--- src/rtl/spc_pkg.sv ---
// shared types, widths and constants of the speed pid controller
package spc_pkg;

    // field widths
    localparam int ADC_W      = 10;
    localparam int CNT_PORT_W = 16;
    localparam int GAIN_W     = 16;
    localparam int DRIVE_W    = 10;
    localparam int SP_W       = 15;
    localparam int SPEED_W    = 27;
    localparam int INTEG_W    = 40;
    localparam int ERR_W      = 28;
    localparam int DERR_W     = ERR_W + 1;
    localparam int CFG_IDX_W  = 2;

    // default for the period count width
    localparam int PERIOD_COUNT_BITS_DEF = 16;

    // shared multiplier and term widths
    localparam int MUL_A_W = GAIN_W + 1;
    localparam int MUL_B_W = DERR_W + 1;
    localparam int PROD_W  = MUL_A_W + MUL_B_W;
    localparam int TERM_W  = PROD_W - 8;
    localparam int TOTAL_W = INTEG_W + 2;

    // register indexes
    localparam logic [CFG_IDX_W-1:0] REG_PROP_GAIN  = 2'd0;
    localparam logic [CFG_IDX_W-1:0] REG_INTEG_GAIN = 2'd1;
    localparam logic [CFG_IDX_W-1:0] REG_DERIV_GAIN = 2'd2;

    // register reset values
    localparam logic [GAIN_W-1:0] PROP_GAIN_RST  = 16'd20480;
    localparam logic [GAIN_W-1:0] INTEG_GAIN_RST = 16'd154;
    localparam logic [GAIN_W-1:0] DERIV_GAIN_RST = 16'd512;

    // set point: 1280 + (code * 16256 + 500) / 1000, all Q.8
    localparam int SP_SCALE   = 16256;
    localparam int SP_ROUND   = 500;
    localparam int SP_OFFSET  = 1280;
    localparam int SP_NUM_W   = 24;

    // divide by 1000 as multiply by ceil(2^34 / 1000) and shift by 34,
    // exact for any 24-bit numerator
    localparam int                    SP_RECIP_W     = 25;
    localparam logic [SP_RECIP_W-1:0] SP_RECIP       = 25'd17179870;
    localparam int                    SP_RECIP_SHIFT = 34;

    // speed numerator, 312500 Hz in Q.8
    localparam int SPEED_NUM = 80000000;

    // upper drive limit, 1023 in Q.8
    localparam int DRIVE_MAX_Q8 = 261888;

    // sequencer states
    typedef enum logic [3:0] {
        ST_IDLE,
        ST_SP_MUL,
        ST_SP_DIV,
        ST_SP_ADD,
        ST_SPEED,
        ST_SPEED_WAIT,
        ST_ERR,
        ST_MUL_P,
        ST_MUL_I,
        ST_MUL_D,
        ST_SUM,
        ST_OUT
    } state_t;

    // commands from the sequencer to the datapath
    typedef struct packed {
        logic load_in;
        logic sp_mul;
        logic sp_div;
        logic sp_take;
        logic spd_div_start;
        logic spd_take;
        logic spd_sat;
        logic err_calc;
        logic mul_p;
        logic mul_i;
        logic mul_d;
        logic sum;
        logic out_load;
    } ctrl_cmd_t;

    // status from the datapath to the sequencer
    typedef struct packed {
        logic fresh;
        logic count_zero;
        logic div_done;
    } dp_status_t;

endpackage

--- src/rtl/spc_div.sv ---
// serial restoring divider, one quotient bit per cycle
module spc_div
    import spc_pkg::*;
#(
    parameter int NUM_W = SPEED_W,
    parameter int DEN_W = PERIOD_COUNT_BITS_DEF
) (
    input  logic             aclk,
    input  logic             aresetn,
    input  logic             start,
    input  logic [NUM_W-1:0] num,
    input  logic [DEN_W-1:0] den,
    output logic             done,
    output logic [NUM_W-1:0] quot
);

    localparam int CNT_W = $clog2(NUM_W + 1);

    logic             busy_reg;
    logic             done_reg;
    logic [CNT_W-1:0] cnt_reg;
    logic [NUM_W-1:0] work_reg;
    logic [NUM_W-1:0] work_next;
    logic [DEN_W-1:0] rem_reg;
    logic [DEN_W-1:0] rem_next;
    logic [DEN_W-1:0] den_reg;
    logic [DEN_W:0]   rem_shift;
    logic             q_bit;

    // one trial subtraction
    always_comb begin
        rem_shift = {rem_reg, work_reg[NUM_W-1]};
        q_bit     = (rem_shift >= {1'b0, den_reg});
        rem_next  = q_bit ? DEN_W'(rem_shift - {1'b0, den_reg}) : rem_shift[DEN_W-1:0];
        work_next = {work_reg[NUM_W-2:0], q_bit};
    end

    // iteration control
    always_ff @(posedge aclk) begin
        if (!aresetn) begin
            busy_reg <= 1'b0;
            done_reg <= 1'b0;
            cnt_reg  <= '0;
        end else begin
            done_reg <= 1'b0;
            if (start) begin
                busy_reg <= 1'b1;
                cnt_reg  <= CNT_W'(NUM_W);
            end else if (busy_reg) begin
                cnt_reg <= cnt_reg - 1'b1;
                if (cnt_reg == CNT_W'(1)) begin
                    busy_reg <= 1'b0;
                    done_reg <= 1'b1;
                end
            end
        end
    end

    // remainder and dividend/quotient shift register
    always_ff @(posedge aclk) begin
        if (start) begin
            work_reg <= num;
            rem_reg  <= '0;
            den_reg  <= den;
        end else if (busy_reg) begin
            work_reg <= work_next;
            rem_reg  <= rem_next;
        end
    end

    assign done = done_reg;
    assign quot = work_reg;

endmodule

--- src/rtl/spc_datapath.sv ---
// datapath: gain registers, loop state, shared multiplier, divider, output word
module spc_datapath
    import spc_pkg::*;
#(
    parameter int PERIOD_COUNT_BITS = PERIOD_COUNT_BITS_DEF
) (
    input  logic                  aclk,
    input  logic                  aresetn,
    input  ctrl_cmd_t             cmd,
    output dp_status_t            status,
    input  logic                  cfg_wr_en,
    input  logic [CFG_IDX_W-1:0]  cfg_index,
    input  logic [GAIN_W-1:0]     cfg_wr_data,
    input  logic [ADC_W-1:0]      s_adc_code,
    input  logic [CNT_PORT_W-1:0] s_period_count,
    input  logic                  s_period_valid,
    output logic [DRIVE_W-1:0]    m_drive,
    output logic [SP_W-1:0]       m_set_point_hz,
    output logic [SPEED_W-1:0]    m_speed_hz
);

    localparam int CNT_W = (PERIOD_COUNT_BITS < CNT_PORT_W) ? PERIOD_COUNT_BITS : CNT_PORT_W;

    // gains
    logic [GAIN_W-1:0] kp_reg, ki_reg, kd_reg;

    // loop state
    logic [SPEED_W-1:0]       held_speed_reg;
    logic signed [INTEG_W-1:0] integral_reg;
    logic signed [ERR_W-1:0]   last_err_reg;

    // per-word working registers
    logic [ADC_W-1:0]          code_reg;
    logic [CNT_W-1:0]          count_reg;
    logic                      fresh_reg;
    logic [SP_W-1:0]           sp_quot_reg;
    logic [SP_W-1:0]           sp_reg;
    logic signed [ERR_W-1:0]   err_reg;
    logic signed [PROD_W-1:0]  prod_reg;
    logic signed [TERM_W-1:0]  pterm_reg;
    logic signed [TOTAL_W-1:0] total_reg;
    logic [DRIVE_W-1:0]        drive_reg;
    logic [SP_W-1:0]           sp_out_reg;
    logic [SPEED_W-1:0]        speed_out_reg;

    // combinational values
    logic signed [MUL_A_W-1:0] mul_a;
    logic signed [MUL_B_W-1:0] mul_b;
    logic signed [PROD_W-1:0]  product;
    logic signed [PROD_W-1:0]  prod_shift;
    logic signed [TERM_W-1:0]  term;
    logic signed [ERR_W-1:0]   err_next;
    logic signed [DERR_W-1:0]  derr;
    logic signed [INTEG_W:0]   integ_sum;
    logic signed [INTEG_W-1:0] integral_next;
    logic signed [TOTAL_W-1:0] total_next;
    logic [DRIVE_W-1:0]        drive_next;
    logic [SP_NUM_W-1:0]       sp_num;
    logic [SP_NUM_W+SP_RECIP_W-1:0] sp_recip_prod;
    logic                      div_done;
    logic [SPEED_W-1:0]        div_quot;

    // configuration writes, unknown indexes ignored
    always_ff @(posedge aclk) begin
        if (!aresetn) begin
            kp_reg <= PROP_GAIN_RST;
            ki_reg <= INTEG_GAIN_RST;
            kd_reg <= DERIV_GAIN_RST;
        end else if (cfg_wr_en) begin
            case (cfg_index)
                REG_PROP_GAIN:  kp_reg <= cfg_wr_data;
                REG_INTEG_GAIN: ki_reg <= cfg_wr_data;
                REG_DERIV_GAIN: kd_reg <= cfg_wr_data;
                default: ;
            endcase
        end
    end

    // error and its difference
    always_comb begin
        err_next = $signed({{(ERR_W - SP_W){1'b0}}, sp_reg}) - $signed({1'b0, held_speed_reg});
        derr     = $signed({err_reg[ERR_W-1], err_reg})
                 - $signed({last_err_reg[ERR_W-1], last_err_reg});
    end

    // shared multiplier operand select
    always_comb begin
        mul_a = '0;
        mul_b = '0;
        if (cmd.sp_mul) begin
            mul_a = MUL_A_W'(SP_SCALE);
            mul_b = $signed({{(MUL_B_W - ADC_W){1'b0}}, code_reg});
        end else if (cmd.mul_p) begin
            mul_a = $signed({1'b0, kp_reg});
            mul_b = $signed({{(MUL_B_W - ERR_W){err_reg[ERR_W-1]}}, err_reg});
        end else if (cmd.mul_i) begin
            mul_a = $signed({1'b0, ki_reg});
            mul_b = $signed({{(MUL_B_W - ERR_W){err_reg[ERR_W-1]}}, err_reg});
        end else if (cmd.mul_d) begin
            mul_a = $signed({1'b0, kd_reg});
            mul_b = $signed({derr[DERR_W-1], derr});
        end
        product = mul_a * mul_b;
    end

    // floor of the last product over 256, integral saturation, sum, clamp
    always_comb begin
        prod_shift    = prod_reg >>> 8;
        term          = prod_shift[TERM_W-1:0];
        integ_sum     = $signed({integral_reg[INTEG_W-1], integral_reg})
                      + $signed({{(INTEG_W + 1 - TERM_W){term[TERM_W-1]}}, term});
        if (integ_sum[INTEG_W] != integ_sum[INTEG_W-1]) begin
            integral_next = integ_sum[INTEG_W] ? {1'b1, {(INTEG_W - 1){1'b0}}}
                                               : {1'b0, {(INTEG_W - 1){1'b1}}};
        end else begin
            integral_next = integ_sum[INTEG_W-1:0];
        end
        total_next = $signed({{(TOTAL_W - TERM_W){pterm_reg[TERM_W-1]}}, pterm_reg})
                   + $signed({{(TOTAL_W - INTEG_W){integral_reg[INTEG_W-1]}}, integral_reg})
                   + $signed({{(TOTAL_W - TERM_W){term[TERM_W-1]}}, term});
        if (total_reg[TOTAL_W-1]) begin
            drive_next = '0;
        end else if (total_reg > $signed(TOTAL_W'(DRIVE_MAX_Q8))) begin
            drive_next = '1;
        end else begin
            drive_next = total_reg[DRIVE_W+7:8];
        end
    end

    // set point numerator, divided by 1000 through the reciprocal
    always_comb begin
        sp_num        = prod_reg[SP_NUM_W-1:0] + SP_NUM_W'(SP_ROUND);
        sp_recip_prod = {{SP_RECIP_W{1'b0}}, sp_num} * {{SP_NUM_W{1'b0}}, SP_RECIP};
    end

    // speed divider: fixed numerator over the period count
    spc_div #(
        .NUM_W (SPEED_W),
        .DEN_W (CNT_W)
    ) u_div (
        .aclk    (aclk),
        .aresetn (aresetn),
        .start   (cmd.spd_div_start),
        .num     (SPEED_W'(SPEED_NUM)),
        .den     (count_reg),
        .done    (div_done),
        .quot    (div_quot)
    );

    // loop state across words
    always_ff @(posedge aclk) begin
        if (!aresetn) begin
            held_speed_reg <= '0;
            integral_reg   <= '0;
            last_err_reg   <= '0;
        end else begin
            if (cmd.spd_take) begin
                held_speed_reg <= div_quot;
            end else if (cmd.spd_sat) begin
                held_speed_reg <= SPEED_W'(SPEED_NUM);
            end
            if (cmd.mul_d) begin
                integral_reg <= integral_next;
            end
            if (cmd.sum) begin
                last_err_reg <= err_reg;
            end
        end
    end

    // working registers, no reset needed
    always_ff @(posedge aclk) begin
        if (cmd.load_in) begin
            code_reg  <= s_adc_code;
            count_reg <= s_period_count[CNT_W-1:0];
            fresh_reg <= s_period_valid;
        end
        if (cmd.sp_mul || cmd.mul_p || cmd.mul_i || cmd.mul_d) begin
            prod_reg <= product;
        end
        if (cmd.sp_div) begin
            sp_quot_reg <= sp_recip_prod[SP_RECIP_SHIFT +: SP_W];
        end
        if (cmd.sp_take) begin
            sp_reg <= SP_W'(SP_OFFSET) + sp_quot_reg;
        end
        if (cmd.err_calc) begin
            err_reg <= err_next;
        end
        if (cmd.mul_i) begin
            pterm_reg <= term;
        end
        if (cmd.sum) begin
            total_reg <= total_next;
        end
        if (cmd.out_load) begin
            drive_reg     <= drive_next;
            sp_out_reg    <= sp_reg;
            speed_out_reg <= held_speed_reg;
        end
    end

    assign status.fresh      = fresh_reg;
    assign status.count_zero = (count_reg == '0);
    assign status.div_done   = div_done;

    assign m_drive        = drive_reg;
    assign m_set_point_hz = sp_out_reg;
    assign m_speed_hz     = speed_out_reg;

endmodule

--- src/rtl/spc_ctrl.sv ---
// sequencer: handshakes and step commands for the datapath
module spc_ctrl
    import spc_pkg::*;
(
    input  logic       aclk,
    input  logic       aresetn,
    input  logic       s_valid,
    output logic       s_ready,
    output logic       m_valid,
    input  logic       m_ready,
    output ctrl_cmd_t  cmd,
    input  dp_status_t status
);

    state_t state_reg, state_next;
    logic   m_valid_reg, m_valid_next;

    // state and output valid registers
    always_ff @(posedge aclk) begin
        if (!aresetn) begin
            state_reg   <= ST_IDLE;
            m_valid_reg <= 1'b0;
        end else begin
            state_reg   <= state_next;
            m_valid_reg <= m_valid_next;
        end
    end

    // next state and commands
    always_comb begin
        state_next = state_reg;
        cmd        = '0;
        s_ready    = 1'b0;
        case (state_reg)
            ST_IDLE: begin
                s_ready = 1'b1;
                if (s_valid) begin
                    cmd.load_in = 1'b1;
                    state_next  = ST_SP_MUL;
                end
            end
            ST_SP_MUL: begin
                cmd.sp_mul = 1'b1;
                state_next = ST_SP_DIV;
            end
            ST_SP_DIV: begin
                cmd.sp_div = 1'b1;
                state_next = ST_SP_ADD;
            end
            ST_SP_ADD: begin
                cmd.sp_take = 1'b1;
                state_next  = ST_SPEED;
            end
            ST_SPEED: begin
                if (status.fresh && !status.count_zero) begin
                    cmd.spd_div_start = 1'b1;
                    state_next        = ST_SPEED_WAIT;
                end else begin
                    cmd.spd_sat = status.fresh;
                    state_next  = ST_ERR;
                end
            end
            ST_SPEED_WAIT: begin
                if (status.div_done) begin
                    cmd.spd_take = 1'b1;
                    state_next   = ST_ERR;
                end
            end
            ST_ERR: begin
                cmd.err_calc = 1'b1;
                state_next   = ST_MUL_P;
            end
            ST_MUL_P: begin
                cmd.mul_p  = 1'b1;
                state_next = ST_MUL_I;
            end
            ST_MUL_I: begin
                cmd.mul_i  = 1'b1;
                state_next = ST_MUL_D;
            end
            ST_MUL_D: begin
                cmd.mul_d  = 1'b1;
                state_next = ST_SUM;
            end
            ST_SUM: begin
                cmd.sum    = 1'b1;
                state_next = ST_OUT;
            end
            ST_OUT: begin
                if (!m_valid_reg || m_ready) begin
                    cmd.out_load = 1'b1;
                    state_next   = ST_IDLE;
                end
            end
            default: begin
                state_next = ST_IDLE;
            end
        endcase
    end

    // output word valid
    always_comb begin
        if (cmd.out_load) begin
            m_valid_next = 1'b1;
        end else if (m_ready) begin
            m_valid_next = 1'b0;
        end else begin
            m_valid_next = m_valid_reg;
        end
    end

    assign m_valid = m_valid_reg;

endmodule

--- src/rtl/speed_pid_controller_unit.sv ---
// Speed PID controller, top level.
// One input word is one pass of the control loop: potentiometer code, period
// tick count and a flag that marks the count as fresh. One output word comes
// back per input word: clamped drive, set point (Q.8 Hz), measured speed (Q.8 Hz).
// Both channels use valid/ready. Gains are written through the cfg port
// (index 0 prop, 1 integral, 2 derivative); the user must write them only
// while the block is idle, which the block itself does not enforce. When the
// count is fresh and nonzero, the speed comes from the serial divider, one
// quotient bit per cycle over 27 bits; otherwise the divider is not used.
// The set point divide by 1000 is a reciprocal multiply; the gain products
// share one multiplier. A new input word is taken in the cycle after the
// previous result is loaded into the output register, and none while a word
// is being processed. A result may wait in the output register while the
// next word is processed; if the receiver still stalls when the next result
// is ready, the block holds in its final step until the output register frees.
// Reset (aresetn low, synchronous) restores the default gains, clears the
// held speed, integral and previous error, and empties the output register.
module speed_pid_controller_unit
    import spc_pkg::*;
#(
    parameter int PERIOD_COUNT_BITS = PERIOD_COUNT_BITS_DEF
) (
    input  logic                  aclk,
    input  logic                  aresetn,
    input  logic                  cfg_wr_en,
    input  logic [CFG_IDX_W-1:0]  cfg_index,
    input  logic [GAIN_W-1:0]     cfg_wr_data,
    input  logic                  s_valid,
    output logic                  s_ready,
    input  logic [ADC_W-1:0]      s_adc_code,
    input  logic [CNT_PORT_W-1:0] s_period_count,
    input  logic                  s_period_valid,
    output logic                  m_valid,
    input  logic                  m_ready,
    output logic [DRIVE_W-1:0]    m_drive,
    output logic [SP_W-1:0]       m_set_point_hz,
    output logic [SPEED_W-1:0]    m_speed_hz
);

    ctrl_cmd_t  cmd;
    dp_status_t status;

    // sequencer
    spc_ctrl u_ctrl (
        .aclk    (aclk),
        .aresetn (aresetn),
        .s_valid (s_valid),
        .s_ready (s_ready),
        .m_valid (m_valid),
        .m_ready (m_ready),
        .cmd     (cmd),
        .status  (status)
    );

    // datapath
    spc_datapath #(
        .PERIOD_COUNT_BITS (PERIOD_COUNT_BITS)
    ) u_dp (
        .aclk           (aclk),
        .aresetn        (aresetn),
        .cmd            (cmd),
        .status         (status),
        .cfg_wr_en      (cfg_wr_en),
        .cfg_index      (cfg_index),
        .cfg_wr_data    (cfg_wr_data),
        .s_adc_code     (s_adc_code),
        .s_period_count (s_period_count),
        .s_period_valid (s_period_valid),
        .m_drive        (m_drive),
        .m_set_point_hz (m_set_point_hz),
        .m_speed_hz     (m_speed_hz)
    );

endmodule

--- config.mk ---
export PLATFORM = sky130hd
export DESIGN_NAME = speed_pid_controller_unit
export DESIGN_NICKNAME = d
export VERILOG_FILES = /design/src/rtl/spc_pkg.sv /design/src/rtl/spc_div.sv /design/src/rtl/spc_datapath.sv /design/src/rtl/spc_ctrl.sv /design/src/rtl/speed_pid_controller_unit.sv
export SDC_FILE = /design/constraint.sdc
export NUM_CORES = 2
export LEC_CHECK = 0
export ABC_CLOCK_PERIOD_IN_PS = 22700
export BUFFER_PORTS_ARGS = -buffer_cell sky130_fd_sc_hd__buf_2
export CAP_MARGIN = 5
export CORE_MARGIN = 5
export CORE_UTILIZATION = 40
export DETAILED_ROUTE_END_ITERATION = 8
export SLEW_MARGIN = 20
export SYNTH_ARGS = -nofsm -noshare
export SYNTH_HDL_FRONTEND = slang
export SYNTH_SLANG_ARGS = --single-unit
export TNS_END_PERCENT = 50
--- constraint.sdc ---
create_clock -name aclk -period 22.7 [get_ports aclk]
set_input_delay 4.54 -clock aclk [delete_from_list [all_inputs] [get_ports aclk]]
set_output_delay 4.54 -clock aclk [all_outputs]
set_load 0.05 [all_outputs]
Yosys cells after proc, flatten, opt, wreduce, memory -nomap -nowiden
Cells that the tools add are included.
{ "totals": {"register_bits": 479, "input_bits": 50, "word_cells": 125, "out_inout_bits": 54} }
{ "op_classes": {"multipliers": 2, "order_cmp": 2, "bitwise_logic": 2, "addsub": 9, "eq_ne": 18, "n_reduce_logical": 19, "muxes": 46} }
{ "op_table": {"columns": ["operator", "count"], "rows": [
  ["$mux 30", 4],
  ["$mux 40", 2],
  ["$mux 27", 2],
  ["$mux 17", 3],
  ["$mul 24x24->48 const B", 1],
  ["$pmux 4 s12", 1],
  ["$mul 17x30->47", 1],
  ["$add 41x39->42", 1],
  ["$gt 42x19->1 const B", 1],
  ["$add 39x40->41", 1],
  ["$add 40x39->41", 1],
  ["$mux 16", 2],
  ["$sub 28x28->29", 1],
  ["$sub 15x27->28", 1],
  ["$mux 1", 25],
  ["$add 24x9->24 const B", 1],
  ["$ge 17x16->1", 1],
  ["$eq 4x3->1 const B", 4],
  ["$eq 4x4->1 const B", 4],
  ["$logic_not 16->1", 1],
  ["$sub 16x16->16", 1],
  ["$add 11x15->15 const A", 1],
  ["$mux 4", 3],
  ["$mux 10", 1],
  ["other kinds (22)", 34]
]} }

Longest topological paths before layout
{ "logic_depth": {"word_depth": 7, "depth_mapped": 39, "mapped_depth_nobuf": 38} }

Cells and area by module
A second synthesis with hierarchy kept.
{ "unflattened": {"hier_cells": 5347, "area_unflattened_um2": 51957.3} }
{ "modules_own_cells": {"columns": ["module", "area_per_inst_um2", "cells_per_inst", "seq_area_each_um2", "n_inst"], "rows": [
  ["spc_datapath", 48111.1, 4985, 10820.4, 1],
  ["spc_div", 3460.8, 306, 1751.7, 1],
  ["spc_ctrl", 385.4, 56, 100.1, 1]
]} }

Least setup slack after synthesis
No wires, ideal clock.
{ "synth_path": {"path_kind": "register -> register", "from": "reg u_ctrl.state_reg[2]", "to": "reg u_dp.prod_reg[36] (data pin)", "t_required_ns": 22.438, "arrival_ns": 8.925, "setup_time_ns": 0.262, "path_buffers": 3, "stages_incl_launch_ff": 31, "period_less_slack_ns": 9.187, "path_slack_ns": 13.513, "cell_sequence": "dfxtp_1 nand2b_1 clkbuf_1 nor3_1 clkbuf_1 nand2_1 nand4_1 clkbuf_1 nand2_1 fa_1 inv_1 fa_1 inv_1 fa_1 inv_1 fa_1 inv_1 fa_1 fa_1 inv_1 ha_1 a21o_1 nand2_1 o21ai_0 a2111o_1 a221o_1 a221oi_2 o21bai_1 a41oi_1 o21ai_1 xor2_1"} }
{ "synth_between": {"elab_chain_cells": 7, "elab_cells_between_ends": 17, "cone_classes": "mul: 1; eq/ne: 4; mux: 12"} }
{ "synth_rtl": {"columns": ["element", "line", "rtl"], "rows": [
  ["from (decl)", "spc_ctrl.sv:15", "state_t state_reg, state_next;"],
  ["from (signal assigned)", "spc_ctrl.sv:24", "state_reg <= state_next;"],
  ["$eq 4x4->1", "spc_ctrl.sv:34", "case (state_reg)"],
  ["$mux 1", "spc_ctrl.sv:34", null],
  ["$mux 16 / $mux 30 (equally long branches)", "spc_datapath.sv:99", "end else if (cmd.mul_d) begin"],
  ["$mux 17 / $mux 30 (equally long branches)", "spc_datapath.sv:96", "end else if (cmd.mul_i) begin"],
  ["$mux 17 / $mux 30 (equally long branches)", "spc_datapath.sv:93", "end else if (cmd.mul_p) begin"],
  ["$mux 17 / $mux 30 (equally long branches)", "spc_datapath.sv:90", "if (cmd.sp_mul) begin"],
  ["$mul 17x30->47 (*)", "spc_datapath.sv:103", "product = mul_a * mul_b;"],
  ["named net u_dp.product[36]", "spc_datapath.sv:49", "logic signed [PROD_W-1:0] product;"],
  ["to (signal assigned)", "spc_datapath.sv:179", "prod_reg <= product;"],
  ["to (decl)", "spc_datapath.sv:39", "logic signed [PROD_W-1:0] prod_reg;"]
]} }
Mark *: on every way through the listed nets, which the timed path passes. The rest lies on a longest branch.
A chain may end at the register's enable or synchronous reset.

Worst setup path in the final report
{ "layout_path": {"from": "reg u_dp.err_reg[0]", "to": "reg u_dp.prod_reg[43] (data pin)"} }
{ "layout_between": {"elab_chain_cells": 6} }
{ "layout_rtl": {"columns": ["element", "line", "rtl"], "rows": [
  ["from (decl)", "spc_datapath.sv:38", "logic signed [ERR_W-1:0] err_reg;"],
  ["from (signal assigned)", "spc_datapath.sv:188", "err_reg <= err_next;"],
  ["$sub 28x28->29", "spc_datapath.sv:83", "- $signed({last_err_reg[ERR_W-1], last_err_reg});"],
  ["$mux 30", "spc_datapath.sv:99", null],
  ["$mux 30", "spc_datapath.sv:96", null],
  ["$mux 30 (*)", "spc_datapath.sv:93", null],
  ["$mux 30 (*)", "spc_datapath.sv:90", null],
  ["$mul 17x30->47 (*)", "spc_datapath.sv:103", null],
  ["named net u_dp.product[43]", "spc_datapath.sv:49", null]
]} }
Marked as above.

==> flow_summary.yaml <==
worst_setup_path:
  r2r_slack_ns: 12.73
  rr_startpoint: "u_dp.err_reg[0]"
  setup.worst_path.start_class: "register"
  max_stage_delay_ns: 0.82
  cp_num_buf_inv: 5
  required_ns: 23.07
  cp-end-kind: "register"
  crit_top_cell: "fa_1"
  r2r_cells: 34
  crit_type: "register to register"
  cpMaxStageDelayCell: "a22oi_1"
  reg2reg_to: "u_dp.prod_reg[43]"
  critPathArrivalTime_ns: 10.34
  cp_top_family: "adder cells"
  cp_max_fo: 9
clocking:
  htree_levels: 2
  clock_path_buffers: 3
  cts_tree: "built"
  cts.repair.resized: 0
  clk_pin_slew_ns: 0.06
  cts_made_buffers: 54
  cts-root-buf: "clkbuf_16"
  post_cts.repair.setup_buffers: 0
  holdBufCountCts: 0
  clkSinkCount: 479
  clk_latency_ns: 0.64
detailed_routing:
  wl_mm: 133
  drtIter0Drc: 2329
  routedWlPerCell_um: 18.8
  drc: 0
  vias: 36900
  drtAntennaViolNets: 0
  dr.pass1.iters: 6
  viasPerCell: 5.22
power:
  power_frac_seq_pct: 20.9
  p_leak_nw: 24.9
  cell_internal_pwr_mw: 2.96
  ir_drop_mv: 0.179
  powerDensity_mw_per_mm2: 93.8
  p_sw_share_pct: 42.6
  p_total_mw: 5.16
  p_sw_mw: 2.20
  power_frac_clock_pct: 17.6
  power_frac_comb_pct: 61.6
floorplanning:
  initial_core_util_pct: 40.3
  dieArea_mm2: 0.134
  design.core.area_mm2: 0.126
  placementRows: 130
  fp.dieH_um: 366
  io_pins: 104
  dieWidth_um: 366
yosys:
  synth_area_leader_cell: "fa_1"
  yosysSeqAreaShare_pct: 24.5
  yosysTopAreaCellShare_pct: 26.4
  syn_avg_cell_area_um2: 9.52
  ys.flop_type: "edfxtp_1"
  synth_edf_count: 281
  yosys-top-cells-area: "fa_1 (26%), edfxtp_1 (17%), ha_1 (13%), dfxtp_1 (7.8%), inv_1 (7.1%)"
  ys_ff_latch: 479
  yosys_warnings: 0
  synth_area_mm2: 0.0507
  synthDistinctLibCells: 86
  synth_fp_nets: 6549
  async_flop_share_pct: 0
  netlist_instances: 5320
global_route:
  grt_usage_pct: 19.8
  grt_start_max_net_pins: 85
  overflow: 0
  antenna_found_initial: 4
  grt_pass1_wl_mm: 212
  grt_pass1_vias: 37700
final_layout:
  layout_commonest_cell: "inv_1"
  instances_no_fill: 7067
  finalInstanceArea_mm2: 0.0550
  nets: 6599
  drive_gt1_share_pct: 6.19
  area_delta_synth_final_pct: 8.62
  final_core_util_pct: 43.8
  largest_register_ffs: 47
  final_cell_mix: "inv_1 (954), fa_1 (669), nand2_1 (552)"
flow_run:
  cap_violations: 0
placed_design:
  placed_cell_area_mm2: 0.0532
  dp.cells: 6963
  dp_slack_ns: 12.82
  dp_hpwl_mm: 105
  gp_congestion: 0.910
  port_buffers: 103
status:
  status: "finished clean"
min_path:
  hold_path.class: "register to register"
  min_to: "u_dp.sp_reg[4]"
  hold_path_depth: 0
  holdCritStartpoint: "u_dp.sp_quot_reg[4]"
sta:
  clock_skew_ns: 0.0307
  grt_setup_unrepaired: "no"
  clock.fmax_ghz: 0.100
  hold_viol_final: 0
  slew_violations: 0
  finalCritPeriodShare_pct: 43.9
  setup-violations-final: 0
  tightest_slew_ns: 1.10
  tns_ns: 0
  period_needed_ns: 9.97
  relSlewSlack_pct: 26.9
  hold_ws_ns: 0.423
  worst_slack_ns: 12.73
## layout make-up
type,count,area [µm²]
Inverter,956,3590
Multi-Input combinational cell,3703,34100
Tap cell,1650,2060
Antenna cell,1,2.50
Clock buffer,66,1470
Fill cell,12100,70700
Timing Repair Buffer,176,1070
Clock inverter,36,377
Sequential cell,479,12400
## per-layer routing
layer	track usage [%]	up-vias	part of all wire (%)
met2	32.0	1067	45
li1	-	17500	-
met5	0	-	0.0098
met4	6.95	2	4.1
met1	27.0	18100	44
met3	3.45	270	6.7
## power by group through the flow
stage,clock [mW],sequential (mW),combinational (mW)
CTS,0.936,1.08,3.24
global route,0.970,1.08,3.74
global placement,0,1.09,3.14
finish,0.907,1.08,3.18
detailed placement,0,1.09,3.18
floorplan,0,1.07,2.42
## worst max path at each step
stage	start	endpoint	depth (start not counted)
2_1_floorplan	u_ctrl.state_reg[2]	u_dp.prod_reg[36]	30
3_3_place_gp	u_dp.err_reg[0]	u_dp.prod_reg[43]	35
3_5_place_dp	u_dp.err_reg[0]	u_dp.prod_reg[45]	34
4_1_cts	u_dp.err_reg[0]	u_dp.prod_reg[45]	35
5_1_grt	u_dp.err_reg[0]	u_dp.prod_reg[45]	35
6_report	u_dp.err_reg[0]	u_dp.prod_reg[43]	34
## synth_stat cells (all sizes together), types with 17 or more instances
master	number
ha	510
dfxtp	198
o21ai	206
a21oi	249
nor2	420
o21a	37
o211ai	21
a21o	75
a31oi	20
edfxtp	281
a211oi	27
xnor2	139
buf	23
nor4	20
nand4	30
nor3	61
nand3	61
or2	17
fa	669
xor2	63
and3	20
and2	30
a22oi	46
inv	955
clkbuf	159
a21boi	82
mux2i	43
nand2	554
nor2b	61
nand2b	40
or3	21
## logic make-up after synthesis
| family | Yosys count | share of synthesized area [%] |
|---|---|---|
| AOI/OAI and AO/OA | 899 | 11.5 |
| xor gates and xnor gates | 202 | 3.49 |
| adders and majority gates | 1180 | 39.1 |
| buffers and inverters | 1138 | 8.49 |
| DFF | 479 | 24.5 |
| muxes | 44 | 0.872 |
| and+or+nand+nor | 1378 | 12.1 |
No activity file was read; power rests on OpenSTA's default activity.
